==> src/encoder_harmonic_correction_defines.svh <==
// Assertion macros for the encoder harmonic correction block.
`ifndef ENCODER_HARMONIC_CORRECTION_DEFINES_SVH
`define ENCODER_HARMONIC_CORRECTION_DEFINES_SVH

`ifndef NO_ASSERTIONS
`define EHC_ASSERT_IMPL(lbl, ante, cons) \
  lbl: assert property (@(posedge clk) disable iff (!rst_n) (ante) |-> (cons)) \
    else $error("implication check failed");
`define EHC_ASSERT_NEVER(lbl, cond) \
  lbl: assert property (@(posedge clk) disable iff (!rst_n) !(cond)) \
    else $error("forbidden condition seen");
`else
`define EHC_ASSERT_IMPL(lbl, ante, cons)
`define EHC_ASSERT_NEVER(lbl, cond)
`endif

`endif

==> src/ehc_pkg.sv <==
// Shared constants and quarter-wave sine table for the harmonic correction cells.
package ehc_pkg;

  localparam int COEFF_W     = 32;
  localparam int AMP_W       = 16;
  localparam int PHASE_W     = 16;
  localparam int TABLE_STEPS = 64;
  localparam int STEP_BITS   = 6;
  localparam int FRAC_BITS   = 8;
  localparam int IDX_SHIFT   = 14 - STEP_BITS;
  localparam int IDX_W       = STEP_BITS + 1;
  localparam int SINE_W      = 15;

  localparam logic [14:0] QUARTER = 15'h4000;

  localparam logic [SINE_W-1:0] SINE_TAB [0:TABLE_STEPS] = '{
    15'd0,     15'd804,   15'd1608,  15'd2411,  15'd3212,  15'd4011,  15'd4808,  15'd5602,
    15'd6393,  15'd7179,  15'd7962,  15'd8739,  15'd9512,  15'd10278, 15'd11039, 15'd11793,
    15'd12539, 15'd13279, 15'd14010, 15'd14732, 15'd15446, 15'd16151, 15'd16846, 15'd17530,
    15'd18204, 15'd18868, 15'd19519, 15'd20159, 15'd20787, 15'd21403, 15'd22005, 15'd22594,
    15'd23170, 15'd23731, 15'd24279, 15'd24811, 15'd25329, 15'd25832, 15'd26319, 15'd26790,
    15'd27245, 15'd27683, 15'd28105, 15'd28510, 15'd28898, 15'd29268, 15'd29621, 15'd29956,
    15'd30273, 15'd30571, 15'd30852, 15'd31113, 15'd31356, 15'd31580, 15'd31785, 15'd31971,
    15'd32137, 15'd32285, 15'd32412, 15'd32521, 15'd32609, 15'd32678, 15'd32728, 15'd32757,
    15'd32767
  };

endpackage

==> src/ehc_cell.sv <==
// One harmonic cell: phase angle, interpolated sine, scaled term subtracted from the angle.
module ehc_cell #(
  parameter int ANGLE_BITS = 21
) (
  input  logic                        clk,
  input  logic                        rst_n,
  input  logic [ehc_pkg::COEFF_W-1:0] coeff,
  input  logic                        up_valid,
  output logic                        up_ready,
  input  logic [ANGLE_BITS-1:0]       up_raw,
  input  logic [ANGLE_BITS-1:0]       up_arg,
  input  logic [ANGLE_BITS-1:0]       up_acc,
  output logic                        dn_valid,
  input  logic                        dn_ready,
  output logic [ANGLE_BITS-1:0]       dn_raw,
  output logic [ANGLE_BITS-1:0]       dn_arg,
  output logic [ANGLE_BITS-1:0]       dn_acc
);
  import ehc_pkg::*;

  logic                  v1_r, v2_r, v3_r;
  logic                  s1_ready, s2_ready, s3_ready;

  logic [ANGLE_BITS-1:0] raw1_r, arg1_r, acc1_r;
  logic [ANGLE_BITS-1:0] raw2_r, arg2_r, acc2_r;
  logic [ANGLE_BITS-1:0] raw3_r, arg3_r, acc3_r;

  logic [ANGLE_BITS-1:0] arg_nxt;
  logic [PHASE_W-1:0]    pang;
  logic [1:0]            quad;
  logic [14:0]           fold;
  logic [IDX_W-1:0]      idx, idx_hi;
  logic [FRAC_BITS-1:0]  frac_nxt, frac1_r;
  logic [SINE_W-1:0]     a0_nxt, a1, a0_1_r;
  logic signed [16:0]    step_nxt, step1_r;
  logic                  neg1_r;

  logic signed [25:0]    interp;
  logic signed [17:0]    mag;
  logic signed [17:0]    sine_nxt;
  logic signed [16:0]    sine2_r;

  logic signed [AMP_W-1:0]   amp;
  logic signed [32:0]        prod;
  logic signed [17:0]        term;
  logic [ANGLE_BITS-1:0]     acc_nxt;

  assign s3_ready = !v3_r || dn_ready;
  assign s2_ready = !v2_r || s3_ready;
  assign s1_ready = !v1_r || s2_ready;
  assign up_ready = s1_ready;

  always_comb begin
    arg_nxt  = up_arg + up_raw;
    pang     = arg_nxt[ANGLE_BITS-1 -: PHASE_W] + coeff[PHASE_W-1:0];
    quad     = pang[15:14];
    fold     = quad[0] ? (QUARTER - {1'b0, pang[13:0]}) : {1'b0, pang[13:0]};
    idx      = fold[14:IDX_SHIFT];
    frac_nxt = fold[IDX_SHIFT-1 -: FRAC_BITS];
    idx_hi   = (idx == IDX_W'(TABLE_STEPS)) ? idx : idx + IDX_W'(1);
    a0_nxt   = SINE_TAB[idx];
    a1       = SINE_TAB[idx_hi];
    step_nxt = $signed({2'b00, a1}) - $signed({2'b00, a0_nxt});
  end

  always_comb begin
    interp   = step1_r * $signed({1'b0, frac1_r});
    mag      = $signed({3'b000, a0_1_r}) + interp[25:8];
    sine_nxt = neg1_r ? -mag : mag;
  end

  always_comb begin
    amp     = $signed(coeff[COEFF_W-1 -: AMP_W]);
    prod    = amp * sine2_r;
    term    = prod[32:15];
    acc_nxt = acc2_r - ANGLE_BITS'(term);
  end

  always_ff @(posedge clk) begin
    if (!rst_n) begin
      v1_r <= 1'b0;
      v2_r <= 1'b0;
      v3_r <= 1'b0;
    end else begin
      if (s1_ready) begin
        v1_r <= up_valid;
      end
      if (s2_ready) begin
        v2_r <= v1_r;
      end
      if (s3_ready) begin
        v3_r <= v2_r;
      end
    end
  end

  always_ff @(posedge clk) begin
    if (s1_ready && up_valid) begin
      raw1_r  <= up_raw;
      arg1_r  <= arg_nxt;
      acc1_r  <= up_acc;
      a0_1_r  <= a0_nxt;
      step1_r <= step_nxt;
      frac1_r <= frac_nxt;
      neg1_r  <= quad[1];
    end
    if (s2_ready && v1_r) begin
      raw2_r  <= raw1_r;
      arg2_r  <= arg1_r;
      acc2_r  <= acc1_r;
      sine2_r <= sine_nxt[16:0];
    end
    if (s3_ready && v2_r) begin
      raw3_r <= raw2_r;
      arg3_r <= arg2_r;
      acc3_r <= acc_nxt;
    end
  end

  assign dn_valid = v3_r;
  assign dn_raw   = raw3_r;
  assign dn_arg   = arg3_r;
  assign dn_acc   = acc3_r;

endmodule
==> config.mk <==
export PLATFORM = sky130hd
export DESIGN_NAME = ehc_cell
export DESIGN_NICKNAME = d
export VERILOG_FILES = /design/src/encoder_harmonic_correction_defines.svh /design/src/ehc_pkg.sv /design/src/ehc_cell.sv
export SDC_FILE = /design/constraint.sdc
export NUM_CORES = 2
export LEC_CHECK = 0
export BUFFER_PORTS_ARGS = -buffer_cell sky130_fd_sc_hd__buf_2
export CAP_MARGIN = 15
export CORE_ASPECT_RATIO = 2
export CORE_MARGIN = 4
export CORE_UTILIZATION = 59
export CTS_BUF_LIST = sky130_fd_sc_hd__clkbuf_4
export CTS_CLUSTER_DIAMETER = 40
export DETAILED_ROUTE_END_ITERATION = 8
export PLACE_DENSITY_LB_ADDON = 0.1
export SLEW_MARGIN = 20
export SYNTH_ARGS = -nofsm -noshare
export SYNTH_HDL_FRONTEND = slang
export SYNTH_SLANG_ARGS = --single-unit
==> constraint.sdc <==
create_clock -name clk -period 9.3 [get_ports clk]
set_clock_uncertainty 0.05 [all_clocks]
set_input_delay 0.465 -clock clk [delete_from_list [all_inputs] [get_ports clk]]
set_output_delay 0.465 -clock clk [all_outputs]
set_load 0.005 [all_outputs]
Yosys cells after proc, flatten, opt, wreduce, memory -nomap -nowiden
Memory sizes are Yosys's and may differ from the RTL's.
Cells that the tools add are included.

cells by class
  $lt $le $gt $ge = 2
  equal/unequal tests = 1
  $mul = 2
  multiplexer cells = 7
  bitwise logic cells = 2
  add/sub/neg operators = 8
  reduce and logical (&&, ||, !) cells = 9

operator list
  cell                                                                  number
  15-bit two-way mux                                                    5
  16-bit by 17-bit multiplier with 33-bit output                        1
  16-bit by 9-bit multiplier with 25-bit output                         1
  21-bit adder                                                          1
  21-bit subtractor                                                     1
  15-bit by 17-bit adder with 17-bit output                             1
  17-bit two-way mux                                                    1
  17-bit negation                                                       1
  16-bit adder                                                          1
  8-bit greater-or-equal comparator, second input constant              2
  7-bit inverter with 8-bit output                                      2
  15-bit by 15-bit subtractor with 16-bit output                        1
  15-bit by 14-bit subtractor with 15-bit output, first input constant  1
  7-bit by 1-bit adder with 7-bit output, second input constant         1
  7-bit equality test, second input constant                            1
  7-bit two-way mux                                                     1
  1-bit logical AND                                                     3
  1-bit zero test                                                       3
  1-bit logical OR                                                      3

storage, ports and cells
  ROM bits = 3840
  logic and storage cells = 50
  memories = 2
  bits in registers = 249

memories
  name              depth  width  rd ports  clocked after Yosys merged registers in  wr ports  line            source
  (name not given)  128    15     1         0                                        0         ehc_cell.sv:62  a1 = SINE_TAB[idx_hi];
  (name not given)  128    15     1         0                                        0         ehc_cell.sv:61  a0_nxt = SINE_TAB[idx];

Depth between registers and ports, before layout
  word-level depth = 11
  mapped depth = 53

Worst setup path before layout
Ideal clock, no wire load.

  kind = input-to-reg
  from = input up_raw[0]
  to = register step1_r[14] (data pin)
  library setup time = 0.285 ns
  arrival = 9.514 ns
  data required time = 8.965 ns
  stages = 53
  setup slack = -0.549 ns
  path through = ha_1 -> inv_1 -> fa_1 -> nor2b_1 -> o21ai_0 -> a21boi_0 -> o21ai_0 -> a21oi_1 -> o2111ai_1 -> a31oi_1 -> nand4_1 -> nand3b_1 -> xor2_1 -> ha_1 -> clkbuf_1 -> a21o_1 -> a21o_1 -> a21oi_1 -> (+17 left out) -> buf_1 -> a21oi_1 -> a221oi_1 -> o31ai_1 -> ha_1 -> fa_1 -> nor2b_1 -> o21ai_0 -> a21boi_0 -> o21ai_0 -> a21boi_0 -> o21ai_0 -> a21boi_0 -> o21ai_0 -> a21boi_0 -> o21ai_0 -> nand2_1 -> o311ai_0

on the way
  longest elaborated chain between the ends = 11
  elaborated cells on any way between the ends = 16
  classes of those cells = add/sub (5); eq/ne (1); mux (6); bitwise (2); memory (2)

RTL lines
  item                                                                                  line             source
  start, declared                                                                       ehc_cell.sv:10   input logic [ANGLE_BITS-1:0] up_raw,
  21-bit adder (*)                                                                      ehc_cell.sv:54   arg_nxt = up_arg + up_raw;
  via arg_nxt[16]                                                                       ehc_cell.sv:28   logic [ANGLE_BITS-1:0] arg_nxt;
  16-bit adder (*)                                                                      ehc_cell.sv:55   pang = arg_nxt[ANGLE_BITS-1 -: PHASE_W] + coeff[PHASE_W-1:0];
  15-bit by 14-bit subtractor with 15-bit output                                        ehc_cell.sv:57   fold = quad[0] ? (QUARTER - {1'b0, pang[13:0]}) : {1'b0, pang[13:0]};
  15-bit two-way mux (*)                                                                ehc_cell.sv:57
  7-bit by 1-bit adder with 7-bit output / 7-bit equality test (equally long branches)  ehc_cell.sv:60   idx_hi = (idx == IDX_W'(TABLE_STEPS)) ? idx : idx + IDX_W'(1);
  7-bit two-way mux                                                                     ehc_cell.sv:60
  7-bit inverter with 8-bit output (implied by the code)                                ehc_cell.sv:62
  memory read 128 x 15 bit                                                              n/a
  15-bit two-way mux (implied by the code) (2 in a row)                                 ehc_cell.sv:62
  15-bit by 15-bit subtractor with 16-bit output (*)                                    ehc_cell.sv:63   step_nxt = $signed({2'b00, a1}) - $signed({2'b00, a0_nxt});
  via step_nxt[14]                                                                      ehc_cell.sv:35   logic signed [16:0] step_nxt, step1_r;
  end signal, assigned                                                                  ehc_cell.sv:103  step1_r <= step_nxt;
  end, declared                                                                         ehc_cell.sv:35

The timed path passes the listed nets; every way through them passes the cells marked *. The select of a mux whose other input is x is not followed.
A chain may end at the register's enable or synchronous reset.

Worst setup path after layout
  from = register sine2_r[10]
  to = register acc3_r[20], in the netlist dn_acc[20] (data pin)

on the way
  longest elaborated chain between the ends = 2

RTL lines
  item                                            line             source
  start, declared                                 ehc_cell.sv:41   logic signed [16:0] sine2_r;
  start signal, assigned                          ehc_cell.sv:111  sine2_r <= sine_nxt[16:0];
  16-bit by 17-bit multiplier with 33-bit output  ehc_cell.sv:74   prod = amp * sine2_r;
  21-bit subtractor                               ehc_cell.sv:76   acc_nxt = acc2_r - ANGLE_BITS'(term);
  via acc_nxt[20]                                 ehc_cell.sv:46   logic [ANGLE_BITS-1:0] acc_nxt;
  end signal, assigned                            ehc_cell.sv:116  acc3_r <= acc_nxt;
  end, declared                                   ehc_cell.sv:26   logic [ANGLE_BITS-1:0] raw3_r, arg3_r, acc3_r;

The timed path passes the listed nets, and every way through them passes these cells.

==> metrics.md <==
| Metric | Value |
|---|---|
| Run status | `finished clean` |
| Clock slew at reported path FFs | `about 80 ps` |
| Crit path kind | `reg2reg` |
| Detailed Route Iter0 Violations | `between 1000 and 1500` |
| Slew Limit Fails | `0` |
| Slew margin rel. | `between 20% and 30%` |
| Setup_tns | `0 ps` |
| Largest net degree at the start of global routing | `77` |
| Fmax | `0.113 GHz` |
| WP data required | `9720 ps` |
| # Max-Cap Violations | `0` |
| Post-synth top area cell | `fa_1` |
| Yosys top cell area share | `26.2%` |
| Max Root-Sink Buffers | `3` |
| Cell Rows | `114` |
| Final Hold Fails | `0` |
| Routed Antenna Nets | `0` |
| Die height | `roughly 320 µm` |
| CP Max Fanout | `15` |
| Syn Nets | `3647` |
| Initial antenna violation count | `10` |
| Core Area | `48600 µm²` |
| Flops & latches, synth | `249` |
| Area growth, synth to finish | `12.8%` |
| Slew @ Worst Pin | `1100 ps` |
| Top FF cell, synth | `edfxtp_1` |
| Layout cells sized above 1 | `between 10% and 20%` |
| Dpl ws | `-419 ps` |
| GP Congestion | `0.971` |
| Clock sinks | `about 250` |
| Via count | `22530` |
| Utilization after layout | `67.5%` |
| CP dominant cell by count | `fa_1` |
| Post-synth EDFFs | `between 200 and 250` |
| Async SR Flop Fraction | `0%` |
| Pre-Repair DR Iteration Count | `8` |
| # IOs | `164` |
| CTS tree | `yes` |
| Cts bufs inserted | `56` |
| Finish-stage setup viols | `0` |
| Nets | `about 3900` |
| Top-count cell post-synth | `inv_1` |
| Synthesized cell area | `about 29000 µm²` |
| Cells after synthesis | `between 2000 and 3000` |
| Post-synth top cells | `inv_1 (483), fa_1 (381), nand2_1 (320)` |
| Port bufs | `~160` |
| Final Cycle Share | `95.4%` |
| Root Buffer Master | `clkbuf_4` |
| Crit end category | `flip-flop` |
| Synth top area cells | `fa_1 (26%), edfxtp_1 (25%), ha_1 (10%), inv_1 (6.2%), and2_1 (4.1%)` |
| CP arrival | `9300 ps` |
| Die width | `approximately 170 µm` |
| Synthesized area per cell | `9.94 µm²` |
| Sequential area share after synthesis | `25.6%` |
| Die area | `between 50000 and 60000 µm²` |
| Yosys cell types | `89` |
| CTS H-tree depth | `2` |
| Setup slack after layout | `427 ps` |
| Global-route wire length before repair | `127000 µm` |
| GRT overflow | `0` |
| Final WL | `80300 µm` |
| Initial Utilization | `59.9%` |
| DR DRC count | `0` |
| DP HPWL | `65400 µm` |
| Clock Latency Late Sink | `720 ps` |
| Crit-path slowest cell | `fa_1` |
| Setup crit start kind | `flip-flop` |
| GR Util All Layers | `between 30% and 40%` |
| Number of global-route vias before repair | `~25000` |
| Worst stage delay on the critical path | `540 ps` |
| Min Tclk post-route | `between 8000 and 9000 ps` |
| DR vias/cell | `5.75` |
| Hold WC Path Type | `in2reg` |
| Synth warn | `0` |
| Drt wl/cell | `20.5 µm` |
[sequential cells by signal, summed over array words and instances, names as in the netlist]
| register | cells |
|---|---|
| v1_r | 1 |
| arg2_r | 21 |
| frac1_r | 8 |
| dn_acc | 21 |
| raw1_r | 21 |
| step1_r | 16 |
| arg1_r | 21 |
| acc2_r | 21 |
| sine2_r | 17 |
| v2_r | 1 |
| dn_raw | 21 |
| a0_1_r | 15 |
| dn_valid | 1 |
| neg1_r | 1 |
| dn_arg | 21 |
| acc1_r | 21 |
| raw2_r | 21 |
[cell type report]
| class | count | area, µm² |
|---|---|---|
| clock buffer | 75 | 563 |
| timing repair buffer | 353 | 2410 |
| fill | 3841 | 15800 |
| antenna | 6 | 15.0 |
| multi-input combinational | 2080 | 19500 |
| sequential | 249 | 7450 |
| tap | 638 | 798 |
| clock inverter | 28 | 241 |
| inverter | 487 | 1830 |
[per-layer routing]
layer / global-route usage (%) / wire [µm]
met1: 27.9 / 24600
met2: 61.2 / 46200
met3: 4.30 / 3250
met4: 20.2 / 6220
met5: 0 / 42
[layout by cell type, fill, tap and decap left out, drive strengths merged, types with 11 or more instances in the layout]
master	Yosys	layout
a211oi	14	14
a21boi	17	17
a21o	38	38
a21oi	126	126
a221oi	12	12
a31oi	27	27
and2	193	193
and3	14	14
buf	20	307
clkbuf	94	75
clkinv	2	24
dlygate4sd3	0	46
edfxtp	246	246
fa	381	381
ha	237	237
inv	485	486
mux2i	16	16
nand2	320	320
nand2b	33	33
nand3	40	40
nand4	11	11
nor2	109	109
nor2b	23	23
nor3	32	32
o211ai	24	24
o21a	15	15
o21ai	91	91
o22ai	11	11
o31ai	11	11
or3	13	13
xnor2	99	99
xor2	48	48
[what timing repair did]
item | CTS | global route
gates resized for setup | 0 | 31
hold buffers | 46 | 0
hold endpoints to repair | 47 | 0
setup endpoints to repair | 0 | 12
setup buffers | 0 | 10
[cells by family (layout without fill, tap and decap cells)]
kind of cell | after synthesis | in the layout | share of synthesized area (%)
flip-flops | 249 | 249 | 25.6
XOR/XNOR | 149 | 149 | 4.69
multiplexers | 24 | 24 | 0.937
buffers and inverters | 601 | 943 | 7.83
AND/OR/NAND/NOR | 819 | 819 | 13.9
AO/OA/AOI/OAI | 470 | 470 | 10.7
other | 0 | 6 | 0
adder cells (fa/ha/maj) | 618 | 618 | 36.4
[path summary, 6_finish.rpt]
check / slack (ps) / cells past startpoint / startpoint / to
worst max register to register: 430 / 38 / sine2_r[10] / dn_acc[20]
worst max-delay path: 430 / 38 / sine2_r[10] / dn_acc[20]
worst min-delay path: 160 / 3 / up_arg[3] / arg1_r[3]
worst min register to register: 340 / 0 / raw2_r[8] / dn_raw[8]
[worst max-delay path: cells and delay by family, from the launching register on]
family	cells	cell delay (ps)
fa+ha+maj	8	3650
flops	1	350
buf+inv	8	900
xor+xnor	3	580
simple gates	6	560
compound gates	13	2510
[per-stage QoR]
step | cell area (µm²) | cells | hold slack, ps
after floorplan | 29200 | 2930 | 350
after global placement | 31400 | 3751 | 350
after detailed placement | 31400 | 3751 | 355
after CTS | 32700 | 3900 | 73.1
after global routing | 32800 | 3916 | 105
final | 32800 | 3916 | 163
Power is not shown: default switching activity piles up to over one toggle a cycle in this logic, so the estimate is an artifact.
